`config.mk`:
```
export PLATFORM = sky130hd
export DESIGN_NAME = lms3_queue
export DESIGN_NICKNAME = d
export VERILOG_FILES = /design/src/rtl/lms3_pkg.sv /design/src/rtl/lms3_queue.sv
export SDC_FILE = /design/constraint.sdc
export NUM_CORES = 1
export LEC_CHECK = 0
export BUFFER_PORTS_ARGS = -buffer_cell sky130_fd_sc_hd__buf_2
export CORE_MARGIN = 3
export CORE_UTILIZATION = 40
export DETAILED_ROUTE_END_ITERATION = 10
export SKIP_CTS_REPAIR_TIMING = 1
export SLEW_MARGIN = 20
export SYNTH_ARGS = -nofsm -noshare
export SYNTH_HDL_FRONTEND = slang
export SYNTH_SLANG_ARGS = --single-unit
```
`constraint.sdc`:
```
create_clock -name clk -period 2.1 [get_ports clk]
set_input_delay 0.63 -clock clk [delete_from_list [all_inputs] [get_ports clk]]
set_output_delay 0.63 -clock clk [all_outputs]
set_load 0.02 [all_outputs]
```
`src/rtl/lms3_pkg.sv`:
```
package lms3_pkg;

  // fixed field widths
  localparam int SAMPLE_BITS       = 32;
  localparam int OUT_ROW_BITS      = 12;
  localparam int OUT_COL_BITS      = 10;
  localparam int FRAME_WIDTH_BITS  = 11;
  localparam int FRAME_HEIGHT_BITS = 13;

  // configuration port
  localparam int CFG_INDEX_BITS = 4;
  localparam int CFG_DATA_BITS  = 16;
  localparam logic [CFG_INDEX_BITS-1:0] REG_FRAME_WIDTH  = 4'd0;
  localparam logic [CFG_INDEX_BITS-1:0] REG_FRAME_HEIGHT = 4'd1;
  localparam logic [FRAME_WIDTH_BITS-1:0]  FRAME_WIDTH_RESET  = 11'd640;
  localparam logic [FRAME_HEIGHT_BITS-1:0] FRAME_HEIGHT_RESET = 13'd480;

  // item command codes
  localparam logic CMD_SAMPLE = 1'b0;
  localparam logic CMD_DRAIN  = 1'b1;

  // depth of the queue between front and back
  localparam int QUEUE_DEPTH = 4;

  typedef struct packed {
    logic                          cmd;
    logic signed [SAMPLE_BITS-1:0] sample;
  } pix_t;

  typedef struct packed {
    logic signed [SAMPLE_BITS-1:0] kept_value;
    logic [OUT_ROW_BITS-1:0]       out_row;
    logic [OUT_COL_BITS-1:0]       out_col;
    logic                          frame_last;
  } res_t;

  // one shift step handed from front to back
  typedef struct packed {
    logic signed [SAMPLE_BITS-1:0] val;
    logic                          emit;
    logic                          has_up;
    logic                          has_down;
    logic                          has_left;
    logic                          has_right;
    logic                          last;
    logic [OUT_ROW_BITS-1:0]       row;
    logic [OUT_COL_BITS-1:0]       col;
  } op_t;

endpackage

```
`src/rtl/lms3_queue.sv`:
```
module lms3_queue import lms3_pkg::*; #(
  parameter int WIDTH = 8
) (
  input  logic             clk,
  input  logic             rst,
  input  logic             push,
  input  logic [WIDTH-1:0] push_data,
  output logic             full,
  input  logic             pop,
  output logic [WIDTH-1:0] head,
  output logic             head_valid
);

  localparam int PTR_BITS = $clog2(QUEUE_DEPTH);
  localparam int CNT_BITS = $clog2(QUEUE_DEPTH + 1);

  logic [WIDTH-1:0]    slots [QUEUE_DEPTH];
  logic [PTR_BITS-1:0] wr_ptr;
  logic [PTR_BITS-1:0] rd_ptr;
  logic [CNT_BITS-1:0] count;

  assign full       = count == CNT_BITS'(QUEUE_DEPTH);
  assign head_valid = count != '0;
  assign head       = slots[rd_ptr];

  always_ff @(posedge clk) begin
    if (push) begin
      slots[wr_ptr] <= push_data;
    end
  end

  always_ff @(posedge clk) begin
    if (rst) begin
      wr_ptr <= '0;
      rd_ptr <= '0;
      count  <= '0;
    end else begin
      if (push) begin
        wr_ptr <= wr_ptr + PTR_BITS'(1);
      end
      if (pop) begin
        rd_ptr <= rd_ptr + PTR_BITS'(1);
      end
      if (push && !pop) begin
        count <= count + CNT_BITS'(1);
      end else if (pop && !push) begin
        count <= count - CNT_BITS'(1);
      end
    end
  end

`ifndef ASSERT_OFF
  a_no_overrun: assert property (@(posedge clk) disable iff (rst)
    !(push && full) && !(pop && !head_valid))
    else $error("queue overrun or underrun");
`endif

endmodule

```
==> results of run 1 <==
per-layer routing:
metal | GRT usage | up-vias
li1 | - | 372
met1 | 0.1179 | 388
met2 | 0.1758 | 19
met3 | 0.05102 | 6
met4 | 0.03254 | 0
met5 | 0 | -
cells in the final DEF (no fill, tap or decap), drive strengths merged, types with 3 or more instances in the layout:
| master | netlist | final |
|---|---|---|
| and2 | 4 | 4 |
| edfxtp | 32 | 32 |
| inv | 4 | 4 |
| xor2 | 3 | 3 |
| ha | 5 | 5 |
| clkbuf | 2 | 6 |
| nor2 | 7 | 7 |
| buf | 1 | 23 |
| mux4 | 8 | 8 |
| dfxtp | 9 | 9 |
sequential cells by signal, summed over array words and instances, names as in the netlist, named ones only:
signal  count
slots      32
count       3
rd_ptr      2
wr_ptr      2
cell type report:
cell class | count | area (sq um)
Clock inverter | 2 | 10.01
Clock buffer | 6 | 72.57
Multi-Input combinational cell | 38 | 411.6
Fill cell | 356 | 1862
Timing Repair Buffer | 23 | 170.2
Sequential cell | 41 | 1142
Tap cell | 48 | 60.06
Inverter | 4 | 15.01
report_power, final:
part / leakage, uW / switching [uW] / internal (uW)
logic: 0.000279 / 128 / 128
clock network: 0.0000450 / 237 / 230
registers: 0.000369 / 30.5 / 927
total: 0.000692 / 395 / 1290
worst register-to-register path: stages (launching register included):
cell,delay (ps)
dfxtp_1,360
fa_1,450
xor2_1,180
or3_1,300
a21oi_1,140
logic make-up after synthesis:
logic type | after synthesis | share of synthesized area
compound gates | 2 | 0.006298
mux | 10 | 0.1261
fa+ha+maj | 6 | 0.05201
flops | 41 | 0.7187
buf+inv | 7 | 0.02206
simple gates | 15 | 0.04728
xor+xnor | 5 | 0.02759
per-stage QoR:
step | instances | total power [uW] | worst slack [ps] | setup TNS (ps) | hold slack, ps
CTS | 162 | 1685 | -20.29 | -59.56 | 506.9
detailed placement | 154 | 1213 | -20.87 | -20.87 | 496.3
global route | 162 | 1771 | -22.12 | -61.88 | 545.0
floorplan | 86 | 1132 | 209.8 | 0 | 461.4
global placement | 154 | 1203 | 54.38 | 0 | 475.7
finish | 162 | 1681 | 43.08 | 0 | 508.5
worst max-delay path by stage:
stage              start        to  depth (start not counted)
6_report       flip-flop   head[5]                          3
5_1_grt        flip-flop   head[7]                          3
4_1_cts        flip-flop   head[5]                          3
3_5_place_dp         pop  count[2]                          8
3_3_place_gp         pop  count[2]                          8
2_1_floorplan        pop  count[2]                          7
==> out/qor.csv, run 1 <==
metric;value;unit
prevailing post-synth register cell;edfxtp_1;
final period demand of the worst path;2057;ps
vias in the first global route;814;
die area;0.004762;sq mm
syn_area_per_cell;18.46;sq um
Power Density;893.1;mW/mm^2
top-count cell post-synth;edfxtp_1;
share of cells above drive strength 1;0.3421;
DP HPWL;1602;microns
r2r endpoint;count[2];
Clock Path Buffers;2;
row count;22;
Nets;131;
GRT Total Usage;0.1051;
Hold WC Path Type;reg -> reg;
Die Wd;69.01;microns
CTS Buf Count;5;
Area Overhead vs Synth;18.52;%
register-to-register setup slack;610;ps
wire length per cell;13.95;microns
Syn Inst Count;86;
core area;0.003744;sq mm
largest cells by area after synthesis;edfxtp_1 (61%), dfxtp_1 (11%), mux4_2 (11%);
critical path class;reg -> out;
worst path cell trace;buf_12, mux4_2, buf_6;
Worst Path Arrival;1430;ps
startpoint types;flip-flop;
crit-path max cell delay;520;ps
largest net degree at the start of global routing;13;
syn_nets;104;
crit-path leading delay family;multiplexers;
Hold Crit Start;count[2];
Post-synth EDFFs;32;
vias per inst;4.846;
# IOs;22;
Fin. Hold Viols;0;
first-pass GRT wire length;3850;microns
port buffer count;21;
clk_lat worst skew;280;ps
Buf/Inv on CP;2;
Max-Cap Viols;0;
relative slew slack;0.7116;
CTS sink cnt;41;
initial antenna violation count;0;
leakage;0.0006924;uW
total global routing overflow;0;
global placer's final weighted congestion;0.6264;
Final ANT Viol Nets;0;
final wirelength;2260;microns
Detail Route met2 WL;1165;microns
WL met3;130;microns
slowest stage cell, crit path;mux4_2;
CTS tree;built;
Synth top cells by count;edfxtp_1 (32), dfxtp_1 (9), mux4_2 (8), nor2_1 (7), ha_1 (5);
die height;69.01;microns
share of the clock period used by the worst path;0.9795;
hold path endpoint;count[2];
Initial Util;0.4241;
status;complete, no violations;
Root Driver;clkbuf_8;
synth warn;0;
register area share after synthesis;0.7187;
Max Fclk;486.2;MHz
Worst R2R Path Depth;4;
Synth cell types;19;
Final setup viols;0;
Iter 0 DRT Violations;52;
metal1 wirelength;936;microns
Async S/R FF share, synth;0;
Max Slew Vio Count;0;
CP required;1470;ps
Design Area, Final;0.001882;sq mm
placed cell areas;0.001760;sq mm
first drt pass iteration count;4;
top sig layer;met4;
Final Skew;4.523;ps
Least-Margin Pin Slew;432.7;ps
DR vias;785;
# diodes;0;
RSZ-0062 raised after global routing;yes;
Crit. End Element;output pin;
Yosys top cell by area;edfxtp_1;
worst-case vdd ir drop;0.5649;mV
clock-pin slew on the worst setup and hold paths;70;ps
# DRC;0;
Yosys top cell area share;0.6052;
FF-to-FF Start;count[0];
Min-Delay Path Depth;2;
Final Util;0.5027;
H-tree Lvls;2;
Yosys reg bits;41;
critical path fanouts, max;8;
Netlist Area Pre-Place;0.001588;sq mm
No activity file was read; power rests on OpenSTA's default activity.
==> run 2, diff against run 1 <==
--- a/config.mk
+++ b/config.mk
@@ -5,9 +5,11 @@
 export SDC_FILE = /design/constraint.sdc
 export NUM_CORES = 1
 export LEC_CHECK = 0
+export ABC_AREA = 1
 export BUFFER_PORTS_ARGS = -buffer_cell sky130_fd_sc_hd__buf_2
 export CORE_MARGIN = 3
 export CORE_UTILIZATION = 40
+export CTS_BUF_LIST = sky130_fd_sc_hd__clkbuf_16
 export DETAILED_ROUTE_END_ITERATION = 10
 export SKIP_CTS_REPAIR_TIMING = 1
 export SLEW_MARGIN = 20
==> run 2 against run 1 <==
  * Global-route usage increased by 2.3 points
  * Design area grew 3.3%
  * Combinational power down 17%
  * Sequential cell count did not move
  * Critical path type unchanged
  * Hold slack got worse by 58 ps
  * Register-to-register slack gained 220 ps
  * Setup slack gained 130 ps
  * Die area grew 3.2%
  * Highest routed layer unchanged
  * Synthesized cell count grew 57%
  * Sequential share of layout area fell by 1.8 points
  * Clock skew is essentially flat
==> out/qor.csv, run 2 <==
metric;value;unit;change
leakage;0.0007870;uW;+14%
RSZ-0062 raised after global routing;no;;
final wirelength;2854;microns;+26%
vias per inst;5.005;;+3.3%
share of cells above drive strength 1;0.2393;;-0.1028
Hold WC Path Type;reg -> reg;;
Design Area, Final;0.001944;sq mm;+3.3%
Int Power;1429;uW;+11%
Initial Util;0.4328;;+0.008675
Nets;180;;+37%
placed cell areas;0.001794;sq mm;+1.9%
GRT Total Usage;0.1277;;+0.02260
startpoint types;flip-flop;;
global placer's final weighted congestion;0.7832;;+25%
CTS tree;built;;
# diodes;0;;unchanged
Die Wd;70.11;microns;+1.6%
CP required;1470;ps;about the same
worst-case vdd ir drop;0.6722;mV;+19%
Clock power frac;0.382;;+0.104
wire length per cell;13.53;microns;-3.0%
Area Overhead vs Synth;18.26;%;
first drt pass iteration count;4;;unchanged
top-count cell post-synth;edfxtp_1;;
Async S/R FF share, synth;0;;unchanged
largest cells by area after synthesis;edfxtp_1 (58%), dfxtp_1 (11%), o21ai_0 (5.2%);;
syn_area_per_cell;12.18;sq um;-34%
critical path fanouts, max;11;;+3
total global routing overflow;0;;unchanged
initial antenna violation count;0;;unchanged
commonest non-fill, non-tap cell in the layout;edfxtp_1;;
Synth top cells by count;edfxtp_1 (32), nor2_1 (20), o21ai_0 (17), inv_1 (16), nand2_1 (10);;
combinational power share;0.113;;-0.039
Iter 0 DRT Violations;47;;-9.6%
row count;22;;unchanged
Final Skew;4.885;ps;+0.3617 ps
first-pass GRT wire length;4823;microns;+25%
prevailing post-synth register cell;edfxtp_1;;
Reg power frac;0.505;;-0.065
syn_nets;153;;+47%
Yosys reg bits;41;;unchanged
final period demand of the worst path;1926;ps;-130.7 ps
CTS sink cnt;41;;unchanged
relative slew slack;0.7453;;+0.03375
CTS Buf Count;5;;unchanged
Max Fclk;519.2;MHz;+6.8%
Yosys top cell by area;edfxtp_1;;
# IOs;22;;unchanged
Least-Margin Pin Slew;381.6;ps;-51.05 ps
Crit. End Element;output pin;;
Max Slew Vio Count;0;;unchanged
Largest regs;slots (32), count (3);;
register-to-register setup slack;830;ps;+220 ps
Synth cell types;19;;unchanged
Storage cell area;0.001146;sq mm;+0.33%
clock-pin slew on the worst setup and hold paths;60;ps;about the same
Root Driver;clkbuf_16;;
vias in the first global route;1027;;+26%
die area;0.004915;sq mm;+3.2%
clk_lat worst skew;280;ps;about the same
Yosys top cell area share;0.5845;;-0.02073
Syn Inst Count;135;;+57%
register area share after synthesis;0.6941;;-0.02461
synth warn;0;;unchanged
core area;0.003799;sq mm;+1.5%
Final ANT Viol Nets;0;;unchanged
Netlist Area Pre-Place;0.001644;sq mm;+3.5%
number of flip-flops in the largest register;32;;unchanged
Reg with most FFs;slots;;
Net Sw Frac;0.2395;;+0.004226
Power Density;966.2;mW/mm^2;+8.2%
Fin. Hold Viols;0;;unchanged
fillers;351;;-1.4%
Post-synth EDFFs;32;;unchanged
largest net degree at the start of global routing;17;;+4
DR vias;1056;;+35%
Final setup viols;0;;unchanged
Clock Path Buffers;2;;unchanged
status;complete, no violations;;
share of the clock period used by the worst path;0.9172;;-0.06225
die height;70.11;microns;+1.6%
Worst Path Arrival;1300;ps;-130 ps
multi-input combinational cell area;416.7;sq um;+1.2%
most frequent cells in the layout;edfxtp_1 (32), buf_2 (21), nor2_1 (20), o21ai_0 (17), inv_1 (15);;
Psw;449.9;uW;+14%
H-tree Lvls;2;;unchanged
port buffer count;21;;unchanged
worst slack at placement;253.3;ps;+274.2 ps
critical path class;reg -> out;;
# DRC;0;;unchanged
Max-Cap Viols;0;;unchanged
DP HPWL;1992;microns;+24%
final worst slack;173.8;ps;+130.7 ps
==> run 2: cell count changes after synthesis, sizes merged, moves of 2 or more <==
| cell | before | now |
|---|---|---|
| nor2 | 7 | 23 |
| nand2 | 1 | 10 |
| mux2i | 2 | 0 |
| o22ai | 0 | 8 |
| a21oi | 1 | 3 |
| and2 | 4 | 0 |
| xor2 | 3 | 1 |
| clkbuf | 2 | 0 |
| o21ai | 1 | 21 |
| inv | 4 | 17 |
| xnor2 | 2 | 0 |
| or3 | 2 | 0 |
| mux4 | 8 | 0 |
==> run 2: power by group through the flow <==
| stage | combinational, uW | sequential, uW | clock [uW] |
|---|---|---|---|
| after floorplan | 148 | 956 | 0 |
| after global placement | 208 | 962 | 0 |
| after detailed placement | 215 | 964 | 0 |
| after CTS | 216 | 948 | 731 |
| after global routing | 244 | 953 | 767 |
| final | 213 | 948 | 717 |
==> run 2: layout make-up <==
type | instances | area share
Clock buffer | 5 | 0.06435
Clock inverter | 3 | 0.009009
Inverter | 17 | 0.03411
Multi-Input combinational cell | 75 | 0.2143
Sequential cell | 41 | 0.5894
Tap cell | 48 | 0.03089
Timing Repair Buffer | 22 | 0.05792
==> run 2: logic make-up (layout without fill, tap and decap cells) <==
family          Yosys count  after routing  share of synthesized area
xor+xnor                  1              1                   0.005328
flops                    41             41                     0.6941
buf+inv                  19             47                    0.05251
simple gates             36             36                    0.08980
compound gates           32             32                     0.1081
fa+ha+maj                 6              6                    0.05023
==> run 2: routing by layer <==
layer  share of wire  global-route usage  routed length [microns]  up-vias
met3           0.052             0.04173                      147        4
li1                -                   -                        -      522
met1            0.42              0.1526                     1208      504
met5               0                   0                        0        -
met4          0.0088             0.05106                       25        0
met2            0.52              0.2120                     1473       26
==> run 2: critical path: stages (launching register included) <==
cell and delay, ps:
dfxtp_4 410, buf_4 170, o21ai_1 70, o22ai_1 170
buf_2 190
==> run 2: worst paths after layout <==
path                                 from           to  cells past startpoint
worst min-delay path            rd_ptr[1]    flip-flop                      1
worst min register to register  rd_ptr[1]    flip-flop                      1
worst max-delay path            flip-flop      head[2]                      4
worst max register to register  wr_ptr[0]  slots[2][2]                      4
==> run 2: metrics by stage <==
stage / instances / power (uW) / util / TNS, ps / hold WS [ps]
floorplan: 135 / 1104 / - / 0 / 411.5
global placement: 203 / 1170 / 0.4723 / 0 / 427.2
detailed placement: 203 / 1179 / 0.4723 / 0 / 434.3
CTS: 211 / 1895 / 0.5099 / -235.6 / 449.3
global route: 211 / 1964 / 0.5119 / 0 / 475.5
finish: 211 / 1879 / 0.5119 / 0 / 450.7
