### config.mk
export PLATFORM = sky130hd
export DESIGN_NAME = lms3_front
export DESIGN_NICKNAME = d
export VERILOG_FILES = /design/src/rtl/lms3_pkg.sv /design/src/rtl/lms3_front.sv
export SDC_FILE = /design/constraint.sdc
export NUM_CORES = 1
export LEC_CHECK = 0
export CORE_AREA = 2 2 87 105
export CTS_BUF_LIST = sky130_fd_sc_hd__clkbuf_4
export DETAILED_ROUTE_END_ITERATION = 6
export DIE_AREA = 0 0 89 107
export DONT_BUFFER_PORTS = 1
export PLACE_DENSITY = 0.72
export REMOVE_ABC_BUFFERS = 1
export SETUP_SLACK_MARGIN = 0.02
export SYNTH_ARGS = -nofsm -noshare
export SYNTH_HDL_FRONTEND = slang
export SYNTH_SLANG_ARGS = --single-unit
### constraint.sdc
create_clock -name clk -period 6.1 [get_ports clk]
set_clock_uncertainty 0.15 [all_clocks]
set_input_delay 0.61 -clock clk [delete_from_list [all_inputs] [get_ports clk]]
set_output_delay 0.61 -clock clk [all_outputs]
set_load 0.03 [all_outputs]
### src/rtl/lms3_pkg.sv
package lms3_pkg;

  // fixed field widths
  localparam int SAMPLE_BITS       = 32;
  localparam int OUT_ROW_BITS      = 12;
  localparam int OUT_COL_BITS      = 10;
  localparam int FRAME_WIDTH_BITS  = 11;
  localparam int FRAME_HEIGHT_BITS = 13;

  // configuration port
  localparam int CFG_INDEX_BITS = 4;
  localparam int CFG_DATA_BITS  = 16;
  localparam logic [CFG_INDEX_BITS-1:0] REG_FRAME_WIDTH  = 4'd0;
  localparam logic [CFG_INDEX_BITS-1:0] REG_FRAME_HEIGHT = 4'd1;
  localparam logic [FRAME_WIDTH_BITS-1:0]  FRAME_WIDTH_RESET  = 11'd640;
  localparam logic [FRAME_HEIGHT_BITS-1:0] FRAME_HEIGHT_RESET = 13'd480;

  // item command codes
  localparam logic CMD_SAMPLE = 1'b0;
  localparam logic CMD_DRAIN  = 1'b1;

  // depth of the queue between front and back
  localparam int QUEUE_DEPTH = 4;

  typedef struct packed {
    logic                          cmd;
    logic signed [SAMPLE_BITS-1:0] sample;
  } pix_t;

  typedef struct packed {
    logic signed [SAMPLE_BITS-1:0] kept_value;
    logic [OUT_ROW_BITS-1:0]       out_row;
    logic [OUT_COL_BITS-1:0]       out_col;
    logic                          frame_last;
  } res_t;

  // one shift step handed from front to back
  typedef struct packed {
    logic signed [SAMPLE_BITS-1:0] val;
    logic                          emit;
    logic                          has_up;
    logic                          has_down;
    logic                          has_left;
    logic                          has_right;
    logic                          last;
    logic [OUT_ROW_BITS-1:0]       row;
    logic [OUT_COL_BITS-1:0]       col;
  } op_t;

endpackage

### src/rtl/lms3_front.sv
module lms3_front import lms3_pkg::*; #(
  parameter int MAX_WIDTH  = 1024,
  parameter int MAX_HEIGHT = 4096
) (
  input  logic                             clk,
  input  logic                             rst,
  input  logic                             cfg_valid,
  output logic                             cfg_ready,
  input  logic [CFG_INDEX_BITS-1:0]        cfg_index,
  input  logic [CFG_DATA_BITS-1:0]         cfg_data,
  input  logic                             pix_valid,
  output logic                             pix_stall,
  input  pix_t                             pix,
  input  logic                             q_full,
  output logic                             push,
  output op_t                              op,
  output logic [$clog2(MAX_WIDTH)-1:0]     op_addr,
  output logic                             restart
);

  localparam int COL_BITS = $clog2(MAX_WIDTH);
  localparam int WID_BITS = $clog2(MAX_WIDTH + 1);
  localparam int HGT_BITS = $clog2(MAX_HEIGHT + 1);
  localparam int ROW_BITS = $clog2(MAX_HEIGHT + 2);

  logic [WID_BITS-1:0] eff_w;
  logic [HGT_BITS-1:0] eff_h;
  logic [ROW_BITS-1:0] input_row;
  logic [COL_BITS-1:0] input_col;
  logic [HGT_BITS-1:0] emit_row;
  logic [COL_BITS-1:0] emit_col;

  logic accept, complete, is_drain, shift, col_end, warmup, emit, row_end, ecol_end;

  function automatic logic [WID_BITS-1:0] clamp_width(input logic [FRAME_WIDTH_BITS-1:0] x);
    logic [WID_BITS-1:0] r;
    if (x == '0) begin
      r = WID_BITS'(1);
    end else if (32'(x) > 32'(MAX_WIDTH)) begin
      r = WID_BITS'(MAX_WIDTH);
    end else begin
      r = WID_BITS'(x);
    end
    return r;
  endfunction

  function automatic logic [HGT_BITS-1:0] clamp_height(input logic [FRAME_HEIGHT_BITS-1:0] x);
    logic [HGT_BITS-1:0] r;
    if (x == '0) begin
      r = HGT_BITS'(1);
    end else if (32'(x) > 32'(MAX_HEIGHT)) begin
      r = HGT_BITS'(MAX_HEIGHT);
    end else begin
      r = HGT_BITS'(x);
    end
    return r;
  endfunction

  assign cfg_ready = 1'b1;
  assign restart   = cfg_valid && cfg_ready &&
                     (cfg_index == REG_FRAME_WIDTH || cfg_index == REG_FRAME_HEIGHT);
  assign pix_stall = q_full;

  always_comb begin
    accept   = pix_valid && !pix_stall;
    complete = 32'(input_row) >= 32'(eff_h);
    is_drain = pix.cmd == CMD_DRAIN;
    // a drain before the frame is in does nothing
    shift    = accept && !(is_drain && !complete);
    col_end  = 32'(input_col) + 32'd1 >= 32'(eff_w);
    // first width + 1 steps of a frame fill the window only
    warmup   = input_row == '0 || (input_row == ROW_BITS'(1) && input_col == '0);
    emit     = !warmup;
    row_end  = 32'(emit_row) + 32'd1 >= 32'(eff_h);
    ecol_end = 32'(emit_col) + 32'd1 >= 32'(eff_w);
  end

  always_comb begin
    op.val       = complete ? '0 : pix.sample;
    op.emit      = emit;
    op.has_up    = emit_row != '0;
    op.has_down  = !row_end;
    op.has_left  = emit_col != '0;
    op.has_right = !ecol_end;
    op.last      = row_end && ecol_end;
    op.row       = OUT_ROW_BITS'(emit_row);
    op.col       = OUT_COL_BITS'(emit_col);
  end

  assign push    = shift;
  assign op_addr = input_col;

  always_ff @(posedge clk) begin
    if (rst) begin
      eff_w     <= clamp_width(FRAME_WIDTH_RESET);
      eff_h     <= clamp_height(FRAME_HEIGHT_RESET);
      input_row <= '0;
      input_col <= '0;
      emit_row  <= '0;
      emit_col  <= '0;
    end else if (restart) begin
      if (cfg_index == REG_FRAME_WIDTH) begin
        eff_w <= clamp_width(cfg_data[FRAME_WIDTH_BITS-1:0]);
      end else begin
        eff_h <= clamp_height(cfg_data[FRAME_HEIGHT_BITS-1:0]);
      end
      input_row <= '0;
      input_col <= '0;
      emit_row  <= '0;
      emit_col  <= '0;
    end else if (shift) begin
      if (col_end) begin
        input_col <= '0;
        input_row <= input_row + ROW_BITS'(1);
      end else begin
        input_col <= input_col + COL_BITS'(1);
      end
      if (emit) begin
        if (row_end && ecol_end) begin
          // last pixel out: frame starts over
          input_row <= '0;
          input_col <= '0;
          emit_row  <= '0;
          emit_col  <= '0;
        end else if (ecol_end) begin
          emit_col <= '0;
          emit_row <= emit_row + HGT_BITS'(1);
        end else begin
          emit_col <= emit_col + COL_BITS'(1);
        end
      end
    end
  end

`ifndef ASSERT_OFF
  a_cols_in_frame: assert property (@(posedge clk) disable iff (rst)
    32'(input_col) < 32'(eff_w) && 32'(emit_col) < 32'(eff_w))
    else $error("column counter beyond frame width");

  a_last_wraps: assert property (@(posedge clk) disable iff (rst)
    (push && op.emit && op.last) |=> (emit_row == '0 && emit_col == '0 && input_row == '0))
    else $error("counters not cleared after final pixel");
`endif

endmodule

==> qor.csv, run 1 <==
metric,value,unit
status,completed,
ys_seq_area_share,27.6,%
viasPerCell,6.17,
crit_chain,ha_1 -> and3_1 -> nand2_1 -> or3_1 -> xnor2_1 -> ha_1 -> and3_1 -> and3_1 -> nand4_1 -> o21ai_2 -> inv_1 -> nor2_1,
ys.warnings.count,0,
grt_overflow,0,
cp-end-kind,output pin,
netSwitchingPower,0.000233,W
postLayoutCoreUtil,61.2,%
drv_cap,0,
fin_crit,5420,ps
syn_avg_cell_area,7.99,µm²
nNetsFinal,720,
fmax,0.185,GHz
gp_congestion,0.867,
synth-seq-cells,70,
ant_nets,0,
postCtsHoldBufs,0,
clockBufferDepth,2,
power_leakage,1.97,nW
totalWireLength,12600,µm
finalMaxSlewViolations,0,
hold_ws,72.1,ps
ios,132,
synth_cell_types,62,
start_util,59.6,%
drt_iter0_drc,190,
grt_pass1_wl,20400,µm
htreeDepth,3,
synth_top_area_share,27.6,%
cp.arrival,4660,ps
grt_pass1_vias,4215,
synth_area_leaders,"dfxtp_1 (28%), ha_1 (14%), a21oi_1 (5.0%)",
dr.pass1.iters,6,
start_kind,flip-flop,
fill_cells,795,
setup_viol,0,
max_stage_delay,710,ps
cp_slowest_cell,nor2_1,
port_buffers,0,
synth_area_leader_cell,dfxtp_1,
pwr-share-clk,44.8,%
drc,0,
finalHoldViolCount,0,
core_area,8520,µm²
seqPwrFrac,48.4,%
antenna_found_initial,1,
p_per_area,183,nW/µm²
critPathKind,reg2out,
power.internal,0.000722,W
cpMostUsedCell,and3_1,
synthCells,635,
die_y,107,µm
timing.setup.tns,0,ps
p_comb_share,6.7,%
cts_buffers,9,
worstHoldPathType,in2reg,
clock_latency,440,ps
cts_tree,built,
clock_sinks,70,
clk_pin_slew,130,ps
synth.most_common_cell,dfxtp_1,
cp_num_buf_inv,1,
grt_max_degree,33,
cts-resized-gates,0,
synth_area,5070,µm²
fp.dieArea,9520,µm²
synthFlopType,dfxtp_1,
rows,37,
cts_setup_buffers,0,
synth_edf_count,0,
cts-root-buf,clkbuf_4,
synthArstFlopShare,0,%
wl_per_cell,17.3,µm
crit_fanout,10,
timing.final.crit_share,88.8,%
synthTopCellsByCount,"dfxtp_1 (70), ha_1 (57), nand2_1 (55)",
slew-limit-headroom,25.8,%
grt_usage,27.4,%
rsz0062_at_grt,no,
area_growth,2.76,%
drive_gt1_share,5.41,%
dp.final_hpwl,9540,µm
worst_pin_slew,1110,ps
critPathRequiredTime,5340,ps
vias,4490,
chipWidth,89,µm
critPathTopFamily,simple AND/OR/NAND/NOR gates,
switching_share,24.4,%
vdd_ir_drop_max,137,µV
metal layers:
| layer | up-vias | track usage, % | share of wire, % |
|---|---|---|---|
| met5 | - | 0 | 0 |
| met4 | 0 | 9.91 | 2.4 |
| met3 | 19 | 6.31 | 7.0 |
| met2 | 171 | 46.8 | 51 |
| met1 | 2108 | 33.3 | 39 |
| li1 | 2192 | - | - |
kinds of logic after synthesis:
kind of cell             after synthesis  synth area share [%]
AND/OR/NAND/NOR                      255                  26.9
AO/OA/AOI/OAI                        129                  17.1
buffers and inverters                 86                  7.72
flip-flops                            70                  27.6
adder cells (fa/ha/maj)               58                  14.3
XOR/XNOR                              29                  5.00
multiplexers                           7                  1.38
other                                  1                0.0739
worst reg2reg max path, stage by stage (launching register included):
cell and delay, ps:
dfxtp_1 680, ha_1 340, and3_1 290, nand2_1 90, or3_1 340, xnor2_1 160, ha_1 290, and3_1 160
and3_1 210, nand4_1 130, o21ai_2 450, inv_1 350, nor2_1 710, a21o_1 470, nor2_1 90
power by group through the flow:
stage          combinational (W)  sequential (W)  clock [W]
5_1_grt                0.0000703        0.000463   0.000459
6_report               0.0000640        0.000462   0.000428
3_3_place_gp           0.0000633        0.000473          0
4_1_cts                0.0000642        0.000462   0.000434
3_5_place_dp           0.0000641        0.000473          0
2_1_floorplan          0.0000551        0.000472          0
layout by cell type (no fill, tap or decap), drive strengths merged, types with 3 or more instances in the layout:
master	instances
a211oi	4
a21o	7
a21oi	52
a221o	5
a22oi	5
a31oi	8
and2	33
and3	9
bufinv	4
clkbuf	9
dfxtp	70
ha	57
inv	43
mux2i	7
nand2	55
nand2b	6
nand3	39
nand4	10
nand4b	3
nor2	42
nor2b	3
nor3	3
nor3b	10
nor4	10
o211ai	4
o21a	3
o21ai	16
o22ai	3
o31ai	7
o41ai	3
or2	3
or3	13
or4	11
xnor2	18
xor2	11
worst paths after layout:
| check | startpoint | to | slack, ps | depth (start not counted) |
|---|---|---|---|---|
| hold reg to reg | eff_h[12] | eff_h[12] | 320 | 2 |
| hold / removal | rst | eff_w[1] | 70 | 1 |
| setup / recovery | emit_row[0] | op[22] | 680 | 12 |
| setup reg to reg | emit_row[0] | input_row[0] | 1060 | 14 |
area by class of cell:
| cell class | count | area [µm²] | share of cell area, % |
|---|---|---|---|
| multi-input cells | 479 | 3280 | 63.0 |
| flip-flops and latches | 70 | 1400 | 26.9 |
| inverters | 43 | 161 | 3.10 |
| well taps | 117 | 146 | 2.81 |
| clock inverters | 7 | 136 | 2.62 |
| clock buffers | 9 | 67.6 | 1.30 |
| repair buffers | 2 | 15.0 | 0.288 |
| diodes | 1 | 2.50 | 0.0480 |
through the flow:
| stage | cells | worst slack (ps) | power [W] | instance area [µm²] |
|---|---|---|---|---|
| finish | 728 | 685 | 0.000954 | 5220 |
| global route | 728 | 352 | 0.000992 | 5220 |
| CTS | 727 | 683 | 0.000961 | 5210 |
| detailed placement | 711 | 1110 | 0.000537 | 5010 |
| global placement | 711 | 1210 | 0.000536 | 5010 |
| floorplan | 592 | 1920 | 0.000527 | 4840 |
state kept, by name, summed over array words and instances, names as in the netlist:
signal     flops
input_row     13
emit_row      13
eff_w         11
emit_col      10
eff_h         13
op_addr       10
(Power assumes the default switching activity.)
==> inputs of run 2 (changes only) <==
RECOVER_POWER = 50   (was default)
SETUP_SLACK_MARGIN = default   (was 0.02)
==> run 2 against run 1 <==
Against the previous run:
- worst setup slack worse by 36 ps
- die area unchanged
- clock power about the same
- via count unchanged
- largest cell class unchanged
- count of clock-buffer cells in the layout unchanged
- critical endpoint unchanged
- total power about the same
- largest power group unchanged
==> qor.csv, run 2 (synthesis gave the netlist of run 1 again) <==
metric,value,unit,change
fin_ws,648,ps,-36.1 ps
drt_iter0_drc,190,,unchanged
crit_fanout,23,,+13
netSwitchingPower,0.000233,W,about the same
critPathRequiredTime,5340,ps,about the same
chipWidth,89,µm,unchanged
finalMaxSlewViolations,0,,unchanged
crit_chain,ha_1 -> nand3_1 -> nor2_1 -> nand3_1 -> xnor2_1 -> ha_1 -> a21oi_1 -> nor2_1 -> a211oi_1 -> o21ai_0 -> inv_1 -> clkbuf_1 -> nor2_1,,
postLayoutCoreUtil,61.1,%,-0.16 points
die_y,107,µm,unchanged
cts_tree,built,,
switching_share,24.4,%,about the same
cp.arrival,4690,ps,+30 ps
grt_overflow,0,,unchanged
layout_commonest_cell,dfxtp_1,,
p_per_area,183,nW/µm²,+0.22%
power_leakage,1.97,nW,-0.46%
fill_cells,798,,+0.38%
finalHoldViolCount,0,,unchanged
start_kind,flip-flop,,
ios,132,,unchanged
clock_sinks,70,,unchanged
critPathKind,reg2out,,
viasPerCell,6.17,,unchanged
rows,37,,unchanged
gp_congestion,0.867,,unchanged
nNetsFinal,720,,unchanged
max_stage_delay,1020,ps,+310 ps
cp-startpoint,emit_col[0],,
post-place-ws,1110,ps,unchanged
area_growth,2.49,%,
htreeDepth,3,,unchanged
hp-start,rst,,
finalNonFillerCells,728,,unchanged
cp_slowest_cell,clkbuf_1,,
numPlacedInstances,711,,unchanged
cts-resized-gates,0,,unchanged
grt_pass1_wl,20400,µm,unchanged
clockBufferDepth,2,,unchanged
dp.final_hpwl,9540,µm,unchanged
vdd_ir_drop_max,137,µV,about the same
slew-limit-headroom,7.04,%,-19 points
p_comb_share,6.7,%,about the same
antenna_found_initial,1,,unchanged
rsz0062_at_grt,no,,
ant_nets,0,,unchanged
pwr-share-clk,44.9,%,about the same
cts_buffers,9,,unchanged
fmax,0.183,GHz,-0.66%
worst_pin_slew,1390,ps,+286 ps
mostFrequentLayoutCells,"dfxtp_1 (70), ha_1 (57), nand2_1 (55), a21oi_1 (51), inv_1 (43)",,
status,completed,,
drc,0,,unchanged
vias,4490,,unchanged
cpMostUsedCell,nor2_1,,
r2r_start,emit_col[0],,
start_util,59.6,%,unchanged
setup_viol,0,,unchanged
clk_pin_slew,120,ps,about the same
power,0.000954,W,about the same
drv_cap,0,,unchanged
fin_crit,5450,ps,+36.1 ps
reg_top3,"eff_h x13, emit_row x13, input_row x13",,
grt_pass1_vias,4215,,unchanged
cts_setup_buffers,0,,unchanged
power.internal,0.000721,W,about the same
totalWireLength,12600,µm,unchanged
seqPwrFrac,48.5,%,about the same
postCtsHoldBufs,0,,unchanged
grt_max_degree,33,,unchanged
worstHoldPathType,in2reg,,
grt_usage,27.4,%,unchanged
fp.dieArea,9520,µm²,unchanged
core_area,8520,µm²,unchanged
port_buffers,0,,unchanged
cp_num_buf_inv,2,,+1
drive_gt1_share,4.92,%,-0.49 points
cp-end-kind,output pin,,
dr.pass1.iters,5,,-1
cts-root-buf,clkbuf_4,,
clock_latency,440,ps,about the same
timing.final.crit_share,89.4,%,+0.59 points
timing.setup.tns,0,ps,unchanged
critPathTopFamily,buffers and inverters,,
wl_per_cell,17.3,µm,unchanged
[run 2: cell count changes in the layout (fill, tap and decap cells not counted), sizes merged]
cell / delta
clkbuf: +2
buf: -2
[run 2: area by class of cell]
class	instances	area (µm²)	area share [%]
multi-input cells	479	3280	63.0
clock buffers	9	67.6	1.30
diodes	1	2.50	0.0481
well taps	117	146	2.81
flip-flops and latches	70	1400	26.9
clock inverters	7	136	2.62
repair buffers	2	7.51	0.144
inverters	43	161	3.10
[run 2: final timing paths]
path / endpoint / cells past startpoint / slack, ps
max: op[22] / 13 / 650
min: eff_w[1] / 1 / 70
max reg2reg: input_row[7] / 15 / 1000
min reg2reg: eff_h[12] / 2 / 320
[run 2: metrics by stage]
step | area [µm²] | hold slack, ps
global route | 5200 | 26.5
floorplan | 4840 | 280
detailed placement | 5010 | 296
finish | 5200 | 71.9
global placement | 5010 | 290
CTS | 5210 | 54.8
[run 2: power groups by stage]
stage,Combinational [W],Clock (W),Sequential [W]
floorplan,0.0000551,0,0.000472
global placement,0.0000633,0,0.000473
detailed placement,0.0000641,0,0.000473
CTS,0.0000642,0.000434,0.000462
global route,0.0000700,0.000459,0.000463
finish,0.0000636,0.000428,0.000462
[run 2: routing by layer]
layer | routed length, µm | track usage (%) | up-vias
met1 | 5000 | 33.3 | 2118
met4 | 302 | 9.91 | 0
li1 | - | - | 2190
met3 | 844 | 6.31 | 19
met2 | 6420 | 46.8 | 163
met5 | 0 | 0 | -
==> inputs of run 3 (changes only) <==
PLACE_DENSITY = default   (was 0.72)
PLACE_DENSITY_LB_ADDON = 0.3   (was default)
SLEW_MARGIN = 0   (was default)
==> run 3 against run 2 <==
Against the previous run:
- wire length fell by 0.39%
- register-to-register slack hardly changed
- combinational power increased by 0.8%
- sequential power barely moved
- clock power decreased by 31%
- die area is the same
- cell count down 0.14%
- worst setup slack improved by 32 ps
- total power down 14%
- non-clock buffer count unchanged
- highest routed layer unchanged
==> qor.csv, run 3 (synthesis gave the netlist of run 1 again) <==
metric,value,unit,change
timing.final.crit_share,88.9,%,-0.52 points
clockBufferDepth,2,,unchanged
grt_pass1_vias,4253,,+0.90%
start_util,59.6,%,unchanged
clock_latency,420,ps,-20 ps
vdd_ir_drop_max,125,µV,-9.3%
totalWireLength,12500,µm,-0.39%
postLayoutCoreUtil,60.2,%,-0.87 points
layout_commonest_cell,dfxtp_1,,
finalHoldViolCount,0,,unchanged
grt_usage,26.6,%,-0.81 points
core_area,8520,µm²,unchanged
drt_iter0_drc,284,,+49%
switching_share,27.5,%,+3.1 points
rows,37,,unchanged
p_comb_share,7.8,%,+1.1 points
mostFrequentLayoutCells,"dfxtp_1 (70), ha_1 (57), nand2_1 (55), a21oi_1 (51), inv_1 (43)",,
power.internal,0.000597,W,-17%
finalMaxSlewViolations,0,,unchanged
status,completed,,
worstHoldPathType,in2reg,,
reg_top3,"eff_h x13, emit_row x13, input_row x13",,
fin_crit,5420,ps,-31.7 ps
rsz0062_at_grt,no,,
worst_pin_slew,1390,ps,-6.66 ps
ant_nets,0,,unchanged
slew-limit-headroom,7.49,%,+0.44 points
fmax,0.185,GHz,+0.58%
timing.setup.tns,0,ps,unchanged
vias,4562,,+1.6%
power_leakage,1.94,nW,-1.5%
cts_tree,built,,
cts-root-buf,clkbuf_4,,
port_buffers,0,,unchanged
cp.arrival,4660,ps,-30 ps
chipWidth,89,µm,unchanged
viasPerCell,6.28,,+1.7%
htreeDepth,3,,unchanged
setup_viol,0,,unchanged
p_per_area,161,nW/µm²,-12%
grt_overflow,0,,unchanged
grt_pass1_wl,20000,µm,-2.0%
cp-end-kind,output pin,,
cts_buffers,9,,unchanged
drive_gt1_share,4.75,%,-0.16 points
critPathKind,reg2out,,
cts_setup_buffers,0,,unchanged
pwr-share-clk,36.1,%,-8.8 points
clock_sinks,70,,unchanged
num_antenna_cells,0,,-1
die_y,107,µm,unchanged
seqPwrFrac,56.1,%,+7.6 points
postCtsHoldBufs,0,,unchanged
start_kind,flip-flop,,
gp_congestion,0.865,,-0.22%
fp.dieArea,9520,µm²,unchanged
cts-resized-gates,0,,unchanged
wl_per_cell,17.2,µm,-0.25%
drv_cap,0,,unchanged
crit_fanout,23,,unchanged
ios,132,,unchanged
grt_max_degree,33,,unchanged
critPathRequiredTime,5340,ps,about the same
netSwitchingPower,0.000227,W,-2.6%
fill_cells,788,,-1.3%
antenna_found_initial,0,,-1
nNetsFinal,720,,unchanged
dp.final_hpwl,9560,µm,+0.20%
dr.pass1.iters,5,,unchanged
area_growth,1.04,%,
drc,0,,unchanged
clk_pin_slew,120,ps,about the same
-- run 3: layout make-up --
type	count	area, µm²	area share, %
Tap cell	117	146	2.86
Clock inverter	7	65.1	1.27
Multi-Input combinational cell	479	3280	63.9
Sequential cell	70	1400	27.3
Inverter	43	161	3.15
Clock buffer	9	67.6	1.32
Timing Repair Buffer	2	7.51	0.146
-- run 3: power groups by stage --
stage	sequential (W)	clock [W]	combinational (W)
after detailed placement	0.000473	0	0.0000643
after global placement	0.000473	0	0.0000632
after global routing	0.000463	0.000320	0.0000698
final	0.000462	0.000297	0.0000641
after floorplan	0.000472	0	0.0000551
after CTS	0.000462	0.000306	0.0000645
-- run 3: through the flow --
stage               power, W  cell area, µm²  std cells  hold WS (ps)  setup slack [ps]
CTS                 0.000833            5140        727          62.3               714
detailed placement  0.000537            5010        711           298              1110
finish              0.000824            5130        727          95.2               680
global placement    0.000536            5010        711           292              1230
floorplan           0.000527            4840        592           280              1920
global route        0.000853            5130        727          61.6               353
-- run 3: worst max-delay path, stage by stage (launching register included) --
cell      delay, ps
dfxtp_1         620
ha_1            270
nand3_1         120
nor2_1          210
nand3_1         190
xnor2_1         190
ha_1            310
a21oi_1         140
nor2_1           50
a211oi_1        160
o21ai_0         310
inv_1           120
clkbuf_1       1020
nor2_1          510
-- run 3: per-layer routing --
layer | track usage (%) | vias up | wire (µm)
li1 | - | 2201 | -
met1 | 30.8 | 2120 | 4990
met2 | 47.1 | 212 | 6260
met3 | 6.08 | 29 | 991
met4 | 9.81 | 0 | 275
met5 | 0 | - | 0
-- run 3: worst paths after layout --
check / slack [ps] / to / from / cells past startpoint
setup / recovery: 680 / op[22] / emit_col[0] / 13
hold / removal: 100 / eff_w[3] / rst / 1
setup reg to reg: 1010 / input_row[8] / emit_col[0] / 15
hold reg to reg: 320 / eff_h[12] / eff_h[12] / 2
